==> src/rtl/core/pcce_pkg.sv <==
// Package for the punch card column encoder.
// Holds transfer types, file mode and status codes and shared constants.
// No dependencies.
package pcce_pkg;

	localparam int unsigned SET_W  = 12;
	localparam int unsigned REF_W  = 20;
	localparam int unsigned CARD_W = 10;
	localparam int unsigned CHAR_W = 7;
	localparam int unsigned MODE_W = 2;
	localparam int unsigned STAT_W = 2;

	localparam logic [MODE_W-1:0] MODE_FLAT      = 2'd0;
	localparam logic [MODE_W-1:0] MODE_THOUSANDS = 2'd1;
	localparam logic [MODE_W-1:0] MODE_HUNDREDS  = 2'd2;

	localparam logic [STAT_W-1:0] STATUS_WRITTEN = 2'd0;
	localparam logic [STAT_W-1:0] STATUS_EMPTY   = 2'd1;
	localparam logic [STAT_W-1:0] STATUS_BAD_REF = 2'd2;

	localparam logic [CHAR_W-1:0] CH_STAR = 7'h2A;

	typedef struct packed {
		logic [SET_W-1:0] punch_set;
		logic [REF_W-1:0] column_ref;
	} item_t;

	typedef struct packed {
		logic [CARD_W-1:0] card_index;
		logic [REF_W-1:0]  column_in_card;
		logic [CHAR_W-1:0] column_char;
		logic              multipunch_valid;
		logic [CHAR_W-1:0] multipunch_low;
		logic [CHAR_W-1:0] multipunch_high;
		logic [STAT_W-1:0] status;
	} result_t;

	// column reference split, stage 2
	typedef struct packed {
		logic [CARD_W-1:0] card_index;
		logic [REF_W-1:0]  column_in_card;
		logic              bad_ref;
	} split_t;

	// punch set encoding, stage 2
	typedef struct packed {
		logic [CHAR_W-1:0] column_char;
		logic              multipunch_valid;
		logic [CHAR_W-1:0] multipunch_low;
		logic [CHAR_W-1:0] multipunch_high;
		logic              empty;
	} code_t;

endpackage

==> src/rtl/core/pcce_ref_split.sv <==
// Column reference split into card and column by file mode.
// Reciprocal multiply in stage 1, remainder and saturation in stage 2.
// Depends on pcce_pkg.
module pcce_ref_split (
	input  logic                                clk,
	input  logic [pcce_pkg::MODE_W-1:0]         mode_s1,
	input  logic [pcce_pkg::REF_W-1:0]          column_ref_s1,
	output pcce_pkg::split_t                    split_s2
);
	import pcce_pkg::*;

	typedef enum logic [1:0] {
		DIV_NONE,
		DIV_THOU,
		DIV_HUND
	} div_sel_t;

	// exact floor(x/d) = (x*M)>>30 for all 20-bit x
	localparam int unsigned      SHIFT  = 30;
	localparam int unsigned      MAG_W  = 24;
	localparam int unsigned      PROD_W = REF_W + MAG_W;
	localparam int unsigned      QUO_W  = 14;
	localparam logic [MAG_W-1:0] MAG_THOU = 24'd1073742;
	localparam logic [MAG_W-1:0] MAG_HUND = 24'd10737419;
	localparam logic [9:0]       DIV_1000 = 10'd1000;
	localparam logic [9:0]       DIV_100  = 10'd100;
	localparam logic [QUO_W-1:0] CARD_LIM = 14'd1024;

	div_sel_t          sel_d;
	logic [MAG_W-1:0]  magic;
	logic [PROD_W-1:0] prod;

	div_sel_t          sel_s2;
	logic [QUO_W-1:0]  quo_s2;
	logic [REF_W-1:0]  ref_s2;

	logic [9:0]        divisor;
	logic [23:0]       back_prod;
	logic [QUO_W-1:0]  card_m1;

	always_comb begin
		unique case (mode_s1)
			MODE_THOUSANDS: begin
				sel_d = DIV_THOU;
				magic = MAG_THOU;
			end
			MODE_HUNDREDS: begin
				sel_d = DIV_HUND;
				magic = MAG_HUND;
			end
			default: begin
				sel_d = DIV_NONE;
				magic = MAG_HUND;
			end
		endcase
		prod = PROD_W'(column_ref_s1) * PROD_W'(magic);
	end

	always_ff @(posedge clk) begin
		sel_s2 <= sel_d;
		quo_s2 <= prod[SHIFT +: QUO_W];
		ref_s2 <= column_ref_s1;
	end

	always_comb begin
		divisor   = (sel_s2 == DIV_THOU) ? DIV_1000 : DIV_100;
		back_prod = 24'(quo_s2) * 24'(divisor);
		card_m1   = quo_s2 - 14'd1;
		unique case (sel_s2)
			DIV_THOU, DIV_HUND: begin
				split_s2.bad_ref        = (quo_s2 == '0);
				split_s2.column_in_card = ref_s2 - back_prod[REF_W-1:0];
				split_s2.card_index     = (quo_s2 > CARD_LIM) ? '1 : card_m1[CARD_W-1:0];
			end
			default: begin
				split_s2.bad_ref        = 1'b0;
				split_s2.column_in_card = ref_s2;
				split_s2.card_index     = '0;
			end
		endcase
	end

endmodule

==> src/rtl/core/pcce_char_encode.sv <==
// Punch set to column character: digit, letter, symbol or multi-punch.
// Lookup in stage 1, result registered at stage 2.
// Depends on pcce_pkg.
module pcce_char_encode (
	input  logic                         clk,
	input  logic [pcce_pkg::SET_W-1:0]   punch_set_s1,
	output pcce_pkg::code_t              code_s2
);
	import pcce_pkg::*;

	localparam logic [CHAR_W-1:0] CH_0     = 7'h30;
	localparam logic [CHAR_W-1:0] CH_MINUS = 7'h2D;
	localparam logic [CHAR_W-1:0] CH_AMP   = 7'h26;
	localparam logic [CHAR_W-1:0] CH_SLASH = 7'h2F;
	localparam logic [CHAR_W-1:0] CH_UC_R  = 7'h52;
	localparam logic [CHAR_W-1:0] CH_UC_J  = 7'h4A;
	localparam logic [CHAR_W-1:0] CH_UC_A  = 7'h41;
	localparam logic [CHAR_W-1:0] CH_RBRC  = 7'h7D;
	localparam logic [CHAR_W-1:0] CH_LBRC  = 7'h7B;
	localparam logic [CHAR_W-1:0] CH_TILDE = 7'h7E;
	localparam logic [CHAR_W-1:0] CH_LC_R  = 7'h72;
	localparam logic [CHAR_W-1:0] CH_LC_A  = 7'h61;
	localparam logic [CHAR_W-1:0] CH_LC_J  = 7'h6A;
	localparam logic [CHAR_W-1:0] MP_BASE  = 7'h40;

	function automatic logic [3:0] low_code(input logic [SET_W-1:0] s);
		logic [3:0] r;
		r = '0;
		for (int k = SET_W; k >= 1; k--)
			if (s[k-1]) r = 4'(k);
		return r;
	endfunction

	function automatic logic [3:0] high_code(input logic [SET_W-1:0] s);
		logic [3:0] r;
		r = '0;
		for (int k = 1; k <= SET_W; k++)
			if (s[k-1]) r = 4'(k);
		return r;
	endfunction

	function automatic logic [CHAR_W-1:0] eight_two(input logic [3:0] a);
		logic [CHAR_W-1:0] r;
		r = '0;
		unique case (a)
			4'd2:    r = 7'h3A;
			4'd3:    r = 7'h23;
			4'd4:    r = 7'h40;
			4'd5:    r = 7'h27;
			4'd6:    r = 7'h3D;
			4'd7:    r = 7'h22;
			default: r = '0;
		endcase
		return r;
	endfunction

	function automatic logic [CHAR_W-1:0] eight_three(input logic [3:0] a,
		input logic [3:0] c);
		logic [CHAR_W-1:0] r;
		r = '0;
		unique case ({a, c})
			{4'd1, 4'd12}: r = 7'h60;
			{4'd2, 4'd10}: r = 7'h5C;
			{4'd2, 4'd11}: r = 7'h21;
			{4'd2, 4'd12}: r = 7'h7C;
			{4'd3, 4'd10}: r = 7'h2C;
			{4'd3, 4'd11}: r = 7'h24;
			{4'd3, 4'd12}: r = 7'h2E;
			{4'd4, 4'd10}: r = 7'h25;
			{4'd4, 4'd12}: r = 7'h3C;
			{4'd5, 4'd10}: r = 7'h5F;
			{4'd5, 4'd11}: r = 7'h29;
			{4'd5, 4'd12}: r = 7'h28;
			{4'd6, 4'd10}: r = 7'h3E;
			{4'd6, 4'd11}: r = 7'h3B;
			{4'd6, 4'd12}: r = 7'h2B;
			default:       r = '0;
		endcase
		return r;
	endfunction

	function automatic logic [CHAR_W-1:0] pair_sym(input logic [3:0] a,
		input logic [3:0] b);
		logic [CHAR_W-1:0] r;
		logic [CHAR_W-1:0] am1;
		am1 = {3'b000, a} - 7'd1;
		r   = '0;
		priority if (b == 4'd10)
			r = (a == 4'd1) ? CH_SLASH : CH_UC_R + am1;
		else if (b == 4'd11)
			r = (a <= 4'd9) ? CH_UC_J + am1 : ((a == 4'd10) ? CH_RBRC : '0);
		else if (b == 4'd12)
			r = (a <= 4'd9) ? CH_UC_A + am1 : ((a == 4'd10) ? CH_LBRC : '0);
		else if (b == 4'd8)
			r = eight_two(a);
		else
			r = '0;
		return r;
	endfunction

	function automatic logic [CHAR_W-1:0] triple_sym(input logic [3:0] a,
		input logic [3:0] b, input logic [3:0] c);
		logic [CHAR_W-1:0] r;
		logic [CHAR_W-1:0] am1;
		am1 = {3'b000, a} - 7'd1;
		r   = '0;
		priority if (a > 4'd9)
			r = '0;
		else if (b == 4'd10 && c == 4'd11)
			r = (a == 4'd1) ? CH_TILDE : CH_LC_R + am1;
		else if (b == 4'd10 && c == 4'd12)
			r = CH_LC_A + am1;
		else if (b == 4'd11 && c == 4'd12)
			r = CH_LC_J + am1;
		else if (b == 4'd8 && a <= 4'd6)
			r = eight_three(a, c);
		else
			r = '0;
		return r;
	endfunction

	logic [3:0]        cnt;
	logic [3:0]        code_a;
	logic [3:0]        code_b;
	logic [3:0]        code_c;
	logic [SET_W-1:0]  rest;
	logic [CHAR_W-1:0] sym;
	code_t             code_d;

	always_comb begin
		cnt    = 4'($countones(punch_set_s1));
		code_a = low_code(punch_set_s1);
		code_c = high_code(punch_set_s1);
		rest   = punch_set_s1 & ~(SET_W'(1) << (code_a - 4'd1));
		code_b = low_code(rest);
		sym    = '0;
		if (cnt == 4'd2)
			sym = pair_sym(code_a, code_c);
		else if (cnt == 4'd3)
			sym = triple_sym(code_a, code_b, code_c);

		code_d                  = '0;
		code_d.empty            = (cnt == 4'd0);
		if (cnt == 4'd1) begin
			unique case (code_a)
				4'd10:   code_d.column_char = CH_0;
				4'd11:   code_d.column_char = CH_MINUS;
				4'd12:   code_d.column_char = CH_AMP;
				default: code_d.column_char = CH_0 + {3'b000, code_a};
			endcase
		end else if (cnt >= 4'd2) begin
			if (sym != '0) begin
				code_d.column_char = sym;
			end else begin
				code_d.column_char      = CH_STAR;
				code_d.multipunch_valid = 1'b1;
				code_d.multipunch_low   = MP_BASE | {1'b0, punch_set_s1[11:9],
					punch_set_s1[0], punch_set_s1[1], punch_set_s1[2]};
				code_d.multipunch_high  = MP_BASE | {1'b0, punch_set_s1[3],
					punch_set_s1[4], punch_set_s1[5], punch_set_s1[6],
					punch_set_s1[7], punch_set_s1[8]};
			end
		end
	end

	always_ff @(posedge clk) begin
		code_s2 <= code_d;
	end

endmodule

==> src/rtl/core/punch_card_column_encoder_unit.sv <==
// Punch card column encoder, top level.
// The done strobe follows the start transfer through the registers valid_s1, valid_s2 and done_q.
// Throughput: one column per cycle; busy is always low, set by the 3-stage pipe
// (input register, reciprocal multiply, remainder and merge into the result register).
// Reset clears the valid pipe and sets file_mode to flat; the receiver cannot stall.
// Depends on pcce_pkg, pcce_ref_split, pcce_char_encode.
module punch_card_column_encoder_unit (
	input  logic                          clk,
	input  logic                          arst_n,
	input  logic                          start,
	output logic                          busy,
	input  pcce_pkg::item_t               item,
	input  logic                          cfg_we,
	input  logic [pcce_pkg::MODE_W-1:0]   cfg_wdata,
	output logic                          done,
	output pcce_pkg::result_t             result
);
	import pcce_pkg::*;

	logic [MODE_W-1:0] file_mode_q;
	logic              valid_s1;
	logic              valid_s2;
	logic              done_q;
	item_t             item_s1;
	logic [MODE_W-1:0] mode_s1;
	split_t            split_s2;
	code_t             code_s2;
	result_t           result_d;
	result_t           result_q;

	assign busy   = 1'b0;
	assign done   = done_q;
	assign result = result_q;

	always_ff @(posedge clk or negedge arst_n) begin
		if (!arst_n) begin
			file_mode_q <= MODE_FLAT;
			valid_s1    <= 1'b0;
			valid_s2    <= 1'b0;
			done_q      <= 1'b0;
		end else begin
			if (cfg_we)
				file_mode_q <= cfg_wdata;
			valid_s1 <= start && !busy;
			valid_s2 <= valid_s1;
			done_q   <= valid_s2;
		end
	end

	always_ff @(posedge clk) begin
		item_s1 <= item;
		mode_s1 <= file_mode_q;
		if (valid_s2)
			result_q <= result_d;
	end

	pcce_ref_split u_split (
		.clk           (clk),
		.mode_s1       (mode_s1),
		.column_ref_s1 (item_s1.column_ref),
		.split_s2      (split_s2)
	);

	pcce_char_encode u_encode (
		.clk          (clk),
		.punch_set_s1 (item_s1.punch_set),
		.code_s2      (code_s2)
	);

	always_comb begin
		result_d = '0;
		priority if (split_s2.bad_ref) begin
			result_d.status = STATUS_BAD_REF;
		end else if (code_s2.empty) begin
			result_d.status = STATUS_EMPTY;
		end else begin
			result_d.status           = STATUS_WRITTEN;
			result_d.card_index       = split_s2.card_index;
			result_d.column_in_card   = split_s2.column_in_card;
			result_d.column_char      = code_s2.column_char;
			result_d.multipunch_valid = code_s2.multipunch_valid;
			result_d.multipunch_low   = code_s2.multipunch_low;
			result_d.multipunch_high  = code_s2.multipunch_high;
		end
	end

	a_latency: assert property (@(posedge clk) disable iff (!arst_n)
		(start && !busy) |-> ##3 done)
		else $error("column result missing three cycles after transfer");

	a_status_clear: assert property (@(posedge clk) disable iff (!arst_n)
		(done && result.status != STATUS_WRITTEN) |->
		(result.card_index == '0 && result.column_in_card == '0 &&
		 result.column_char == '0 && !result.multipunch_valid))
		else $error("fields not cleared on flagged column");

	a_mp_zero: assert property (@(posedge clk) disable iff (!arst_n)
		(done && !result.multipunch_valid) |->
		(result.multipunch_low == '0 && result.multipunch_high == '0))
		else $error("multi-punch bytes set without multi-punch");

	a_mp_star: assert property (@(posedge clk) disable iff (!arst_n)
		(done && result.multipunch_valid) |->
		(result.column_char == CH_STAR && result.multipunch_low[6] &&
		 result.multipunch_high[6]))
		else $error("multi-punch column without star or base");

endmodule

==> config.mk <==
export PLATFORM = sky130hd
export DESIGN_NAME = punch_card_column_encoder_unit
export DESIGN_NICKNAME = d
export VERILOG_FILES = /design/src/rtl/core/pcce_pkg.sv /design/src/rtl/core/pcce_ref_split.sv /design/src/rtl/core/pcce_char_encode.sv /design/src/rtl/core/punch_card_column_encoder_unit.sv
export SDC_FILE = /design/constraint.sdc
export NUM_CORES = 1
export LEC_CHECK = 0
export ABC_AREA = 1
export BUFFER_PORTS_ARGS = -buffer_cell sky130_fd_sc_hd__buf_4
export CORE_MARGIN = 2
export CORE_UTILIZATION = 65
export DETAILED_ROUTE_END_ITERATION = 10
export PLACE_DENSITY = 0.83
export SYNTH_ARGS = -nofsm -noshare
export SYNTH_HDL_FRONTEND = slang
export SYNTH_HIERARCHICAL = 1
export SYNTH_SLANG_ARGS = --single-unit
==> constraint.sdc <==
create_clock -name clk -period 6.9 [get_ports clk]
set_input_delay 1.725 -clock clk [delete_from_list [all_inputs] [get_ports clk]]
set_output_delay 1.725 -clock clk [all_outputs]
set_load 0.005 [all_outputs]
==> flow_metrics.env, run 1 <==
export IMPL_cts_clk_slew_worst_paths_ns=0.08
export IMPL_final_cell_mix="inv_1 (677), nand2_1 (388), ha_1 (325), fa_1 (315), nor2_1 (189)"
export IMPL_final_min_clock_period_ns=6.62
export IMPL_dp_cells=3222
export IMPL_final_common_cell="inv_1"
export IMPL_num_nets_final=3464
export IMPL_fin_worst_skew_ns=0.0144
export IMPL_antenna_left=0
export IMPL_num_vias=17953
export IMPL_ys_types=61
export IMPL_setup_slack_ns=0.279
export IMPL_hold_viol=0
export IMPL_overflow=0
export IMPL_area_growth_syn_to_layout_pct=9.09
export IMPL_cts_root_buf="clkbuf_16"
export IMPL_route_detailed_drc=0
export IMPL_worstMarginPinSlew_ns=1.22
export IMPL_antenna_cells=0
export IMPL_htreeDepth=4
export IMPL_holdBufCountCts=0
export IMPL_drv_cap=0
export IMPL_worst_path_buf_inv=8
export IMPL_wirelength_um=61900
export IMPL_pre_cts_slack_ns=0.308
export IMPL_outcome="complete, no violations"
export IMPL_postSynthCellCount=2634
export IMPL_clkSinkCount=150
export IMPL_hpwl_um=54200
export IMPL_syn_area_sq_um=22500
export IMPL_core_sq_um=34300
export IMPL_cts_tree="built"
export IMPL_grt_max_degree=56
export IMPL_die_area_sq_um=36100
export IMPL_antenna_found_initial=0
export IMPL_critPathLaunch="mode_s1[1]"
export IMPL_cp_start_kind="register"
export IMPL_grt_pass1_vias=18562
export IMPL_cts_buffers=17
export IMPL_fin_tns_setup_ns=0
export IMPL_worst_hold_path_type="reg2reg"
export IMPL_end_kind="register"
export IMPL_cts_resized_gates=0
export IMPL_yosys_warnings=6
export IMPL_crit_required_ns=7.24
export IMPL_insertion_delay_ns=0.44
export IMPL_rsz0062_at_grt="no"
export IMPL_die_x_um=190
export IMPL_period_share_pct=96.0
export IMPL_drtIter0Drc=1549
export IMPL_timing_slew_headroom_pct=17.6
export IMPL_firstDrtPassIters=7
export IMPL_fmax_mhz=151
export IMPL_setup_worst_path_class="reg2reg"
export IMPL_grt_usage_pct=35.5
export IMPL_clk_path_buf_depth=2
export IMPL_rows=68
export IMPL_grt_pass1_wl_um=97300
export IMPL_final_setup_viol_count=0
export IMPL_numPortBuffers=92
export IMPL_path_max_fanout=8
export IMPL_slowest_delay_ns=0.59
export IMPL_gp_congestion=1.02
export IMPL_worstHoldStart="valid_s1"
export IMPL_crit_family="adder cells"
export IMPL_finalNonFillerCells=3254
export IMPL_vias_per_cell=5.52
export IMPL_critPathSlowestCell="fa_1"
export IMPL_post_cts_buffers=0
export IMPL_r2r_start="mode_s1[1]"
export IMPL_post_route_util_pct=71.6
export IMPL_synth_seq_cells=150
export IMPL_initial_core_util_pct=65.6
export IMPL_wl_per_cell_um=19.0
export IMPL_drive_above_1_share_pct=10.2
export IMPL_die_y_um=190
export IMPL_synth_seq_area_share_pct=15.9
export IMPL_io_pins=94
export IMPL_crit_arrival_ns=6.96
export IMPL_syn_avg_cell_area_sq_um=8.55
export IMPL_slew_viol_final=0
[sequential cells by signal (all words and copies together) (netlist names)]
register and count:
u_split/quo_s2 14, u_split/ref_s2 20, result 54, u_encode/code_s2 21, valid_s1 1, mode_s1 2, valid_s2 1, u_split/sel_s2 2
file_mode_q 2, done 1, item_s1 32
[cell usage after synthesis (all sizes together)]
| cell type | instances | area, sq um |
|---|---|---|
| a2111oi | 1 | 8.76 |
| and3 | 1 | 6.26 |
| a21boi | 5 | 37.5 |
| or2 | 8 | 50.1 |
| nand4 | 34 | 213 |
| nor4 | 6 | 43.8 |
| a22oi | 1 | 7.51 |
| inv | 694 | 2610 |
| buf | 16 | 174 |
| dfxtp | 91 | 1820 |
| xor2 | 13 | 114 |
| clkbuf | 11 | 41.3 |
| edfxtp | 54 | 1620 |
| nor3 | 16 | 90.1 |
| and2 | 1 | 8.76 |
| xnor2 | 11 | 96.3 |
| o31ai | 4 | 30.0 |
| nand2 | 408 | 1620 |
| o221ai | 1 | 8.76 |
| o2111ai | 3 | 26.3 |
| o21bai | 12 | 105 |
| nand3 | 88 | 468 |
| o311ai | 1 | 8.76 |
| ha | 325 | 4070 |
| a21oi | 99 | 511 |
| a21o | 5 | 37.5 |
| conb | 3 | 11.3 |
| nor3b | 1 | 7.51 |
| o22ai | 2 | 12.5 |
| nand3b | 11 | 82.6 |
| o21a | 7 | 52.6 |
| a31oi | 4 | 25.0 |
| fa | 315 | 6310 |
| dfrtp | 5 | 125 |
| o211ai | 2 | 15.0 |
| nor2 | 255 | 1420 |
| o21ai | 119 | 622 |
| a221oi | 1 | 8.76 |
[worst register-to-register path, stage by stage (launching register included)]
cell and delay (ns):
dfxtp_1 0.31, inv_1 0.07, nand2_4 0.06, inv_1 0.17, buf_4 0.21, nor2_1 0.44
buf_4 0.24, fa_1 0.45, fa_1 0.59, inv_1 0.07, fa_1 0.49, inv_1 0.06
fa_1 0.47, fa_1 0.50, inv_1 0.05, fa_1 0.53, inv_1 0.06, ha_1 0.28
ha_1 0.42, nand2_1 0.14, nor2_2 0.24, nand4_1 0.21, nor3_1 0.19, nand2_1 0.10
nand4_1 0.11, nand2_1 0.06
[metal layers]
| layer | wire length [um] | up-vias | track usage (%) |
|---|---|---|---|
| met1 | 24300 | 8626 | 44.5 |
| met4 | 3130 | 0 | 16.4 |
| met5 | 0 | - | 0 |
| met3 | 4610 | 177 | 5.18 |
| li1 | - | 8346 | - |
| met2 | 29900 | 804 | 60.9 |
[through the flow]
step / hold slack, ns / area [sq um]
global placement: 0.333 / 24000
finish: 0.396 / 24600
floorplan: 0.331 / 22600
global route: 0.387 / 24600
detailed placement: 0.369 / 24000
CTS: 0.388 / 24600
[path summary, 6_finish.rpt]
path	end	slack (ns)	cells past startpoint
worst max-delay path	u_split/quo_s2[13]	0.28	25
worst min-delay path	valid_s2	0.40	0
worst max register to register	u_split/quo_s2[13]	0.28	25
worst min register to register	valid_s2	0.40	0
max in group asynchronous	valid_s2	5.69	1
min in group asynchronous	done	1.08	1
[kinds of logic (layout without fill, tap and decap cells)]
family / after synthesis / after routing / synth area share [%]
fa+ha+maj: 640 / 640 / 46.1
simple gates: 829 / 829 / 17.8
compound gates: 267 / 267 / 6.74
buf+inv: 721 / 852 / 12.6
other cells: 3 / 37 / 0.0500
flops: 150 / 150 / 15.9
xor+xnor: 24 / 24 / 0.934
[area by class of cell]
class	count	area, sq um
tap	455	569
sequential	150	3570
timing repair buffer	126	958
inverter	694	2610
clock buffer	17	425
fill	2700	9730
multi-input combinational	1797	16200
clock inverter	15	179
Power of run 1 is not shown: default switching activity piles up to over one toggle a cycle in this logic, so the estimate is an artifact.
==> run 2, diff against run 1 <==
--- a/config.mk
+++ b/config.mk
@@ -5,12 +5,11 @@
 export SDC_FILE = /design/constraint.sdc
 export NUM_CORES = 1
 export LEC_CHECK = 0
-export ABC_AREA = 1
 export BUFFER_PORTS_ARGS = -buffer_cell sky130_fd_sc_hd__buf_4
 export CORE_MARGIN = 2
 export CORE_UTILIZATION = 65
 export DETAILED_ROUTE_END_ITERATION = 10
-export PLACE_DENSITY = 0.83
+export PLACE_DENSITY = 0.84
 export SYNTH_ARGS = -nofsm -noshare
 export SYNTH_HDL_FRONTEND = slang
 export SYNTH_HIERARCHICAL = 1
==> run 2 against run 1 <==
Final cell count decreased by 19%; routed wire length decreased by 11%; synthesized cell count decreased by 21%; flip-flop and latch count unchanged; via count decreased by 15%; clock skew decreased by 0.0011 ns; global-route usage decreased by 0.88 points; critical path depth increased by 1; utilization increased by 1.0 points; register-to-register slack got worse by 0.10 ns; largest cell class unchanged; highest routed layer is now met5.
==> flow_metrics.env, run 2 <==
export IMPL_outcome="complete, no violations"
export IMPL_crit_required_ns=7.21
export IMPL_synth_top_area_share_pct=30.2
export IMPL_gp_congestion=1.03
export IMPL_synth_most_common_cell="inv_1"
export IMPL_firstDrtPassIters=7
export IMPL_yosys_warnings=6
export IMPL_cts_buffers=17
export IMPL_finalNonFillerCells=2638
export IMPL_final_cell_mix="inv_1 (491), ha_1 (321), fa_1 (315), buf_4 (149), nand2_1 (141)"
export IMPL_crit_family="adder cells"
export IMPL_drtIter0Drc=1286
export IMPL_end_kind="register"
export IMPL_async_reset_ff_share_pct=3.33
export IMPL_slew_viol_final=0
export IMPL_cts_clk_slew_worst_paths_ns=0.07
export IMPL_final_area_sq_um=23000
export IMPL_initial_core_util_pct=66.0
export IMPL_ys_flop_type="dfxtp_1"
export IMPL_synth_seq_cells=150
export IMPL_area_growth_syn_to_layout_pct=10.0
export IMPL_cts_root_buf="clkbuf_16"
export IMPL_synth_top_cell_by_area="fa_1"
export IMPL_rows=65
export IMPL_fill_cells=2248
export IMPL_htreeDepth=4
export IMPL_route_detailed_drc=0
export IMPL_overflow=0
export IMPL_final_setup_viol_count=0
export IMPL_core_sq_um=31600
export IMPL_antenna_cells=0
export IMPL_dp_cells=2596
export IMPL_die_x_um=183
export IMPL_place_area_sq_um=22300
export IMPL_clk_path_buf_depth=2
export IMPL_holdBufCountCts=0
export IMPL_clkSinkCount=150
export IMPL_drive_above_1_share_pct=13.4
export IMPL_hpwl_um=45900
export IMPL_antenna_found_initial=3
export IMPL_path_common_cell="fa_1"
export IMPL_cts_tree="built"
export IMPL_synth_edf_count=54
export IMPL_path_max_fanout=7
export IMPL_critPathSlowestCell="fa_1"
export IMPL_die_y_um=183
export IMPL_grt_pass1_wl_um=88500
export IMPL_numPortBuffers=92
export IMPL_crit_arrival_ns=7.03
export IMPL_final_common_cell="inv_1"
export IMPL_syn_avg_cell_area_sq_um=10.1
export IMPL_slowest_delay_ns=0.54
export IMPL_worst_path_buf_inv=7
export IMPL_wirelength_um=55000
export IMPL_grt_usage_pct=34.6
export IMPL_postSynthCellCount=2071
export IMPL_timing_hold_ws_ns=0.355
export IMPL_period_share_pct=97.4
export IMPL_timing_slew_headroom_pct=18.2
export IMPL_syn_area_sq_um=20900
export IMPL_cp_start_kind="register"
export IMPL_grt_pass1_vias=16323
export IMPL_insertion_delay_ns=0.43
export IMPL_io_pins=94
export IMPL_fmax_mhz=149
export IMPL_vias_per_cell=5.79
export IMPL_ys_types=90
export IMPL_num_vias=15283
export IMPL_num_nets_final=2900
export IMPL_synth_top_cells_by_count="inv_1 (493), ha_1 (324), fa_1 (315)"
export IMPL_final_min_clock_period_ns=6.72
export IMPL_largest_reg_flops=54
export IMPL_drv_cap=0
export IMPL_synth_seq_area_share_pct=17.1
export IMPL_worst_hold_path_type="reg2reg"
export IMPL_hold_viol=0
export IMPL_fin_worst_skew_ns=0.0133
export IMPL_netlist_top_cells_area="fa_1 (30%), ha_1 (19%), inv_1 (8.9%)"
export IMPL_post_route_util_pct=72.7
export IMPL_setup_worst_path_class="reg2reg"
export IMPL_die_area_sq_um=33600
export IMPL_wl_per_cell_um=20.9
export IMPL_worstMarginPinSlew_ns=1.22
export IMPL_antenna_left=0
export IMPL_grt_max_degree=55
-- run 2: cell count changes in the layout (fill, tap and decap cells not counted), sizes merged, moves of 25 or more --
cell,previous run,this run
a21oi,99,72
buf,126,151
inv,701,502
nand2,408,145
nand3,88,21
nand4,34,7
nor2,255,72
nor3b,1,56
o21ai,119,70
xnor2,11,45
-- run 2: cell type report --
type,instances,area [sq um],area share [%]
multi-input cells,1407,15300,66.7
inverters,496,1860,8.11
repair buffers,151,1140,4.96
clock inverters,12,118,0.512
well taps,402,503,2.19
clock buffers,20,447,1.94
flip-flops and latches,150,3570,15.5
-- run 2: kinds of logic after synthesis --
family / after synthesis / synth area share (%)
fa+ha+maj: 639 / 49.6
xor+xnor: 58 / 2.43
other cells: 3 / 0.0539
flops: 150 / 17.1
simple gates: 402 / 11.2
buf+inv: 548 / 10.5
mux: 5 / 0.258
compound gates: 266 / 8.87
-- run 2: repair_timing --
item | 4_1_cts | 5_1_grt
setup endpoints to repair | 6 | 13
endpoints found under the hold margin | 0 | 0
setup buffers | 4 | 6
resized for setup | 1 | 24
pin swaps | 1 | 10
-- run 2: through the flow --
stage	setup slack (ns)	TNS, ns
after floorplan	0.0848	0
after global placement	0.122	0
after detailed placement	-0.127	-0.166
after CTS	0.0124	0
after global routing	-0.103	-0.406
final	0.179	0
-- run 2: path summary, 6_finish.rpt --
| check | startpoint | end | slack [ns] | cells past startpoint |
|---|---|---|---|---|
| max | mode_s1[1] | u_split/quo_s2[11] | 0.18 | 26 |
| min | valid_s1 | valid_s2 | 0.36 | 0 |
| max reg2reg | mode_s1[1] | u_split/quo_s2[11] | 0.18 | 26 |
| min reg2reg | valid_s1 | valid_s2 | 0.36 | 0 |
| max in group asynchronous | arst_n | valid_s2 | 5.71 | 1 |
| min in group asynchronous | arst_n | file_mode_q[1] | 1.08 | 1 |
-- run 2: layer usage --
metal	vias to the layer above	wire length [um]	global-route usage, %	share of wire [%]
met2	750	26100	56.0	47
met3	110	4910	7.57	8.9
met5	-	8	0	0.015
met4	2	1410	9.63	2.6
li1	6881	-	-	-
met1	7540	22600	47.5	41
Power of run 2 is left out for the same reason.
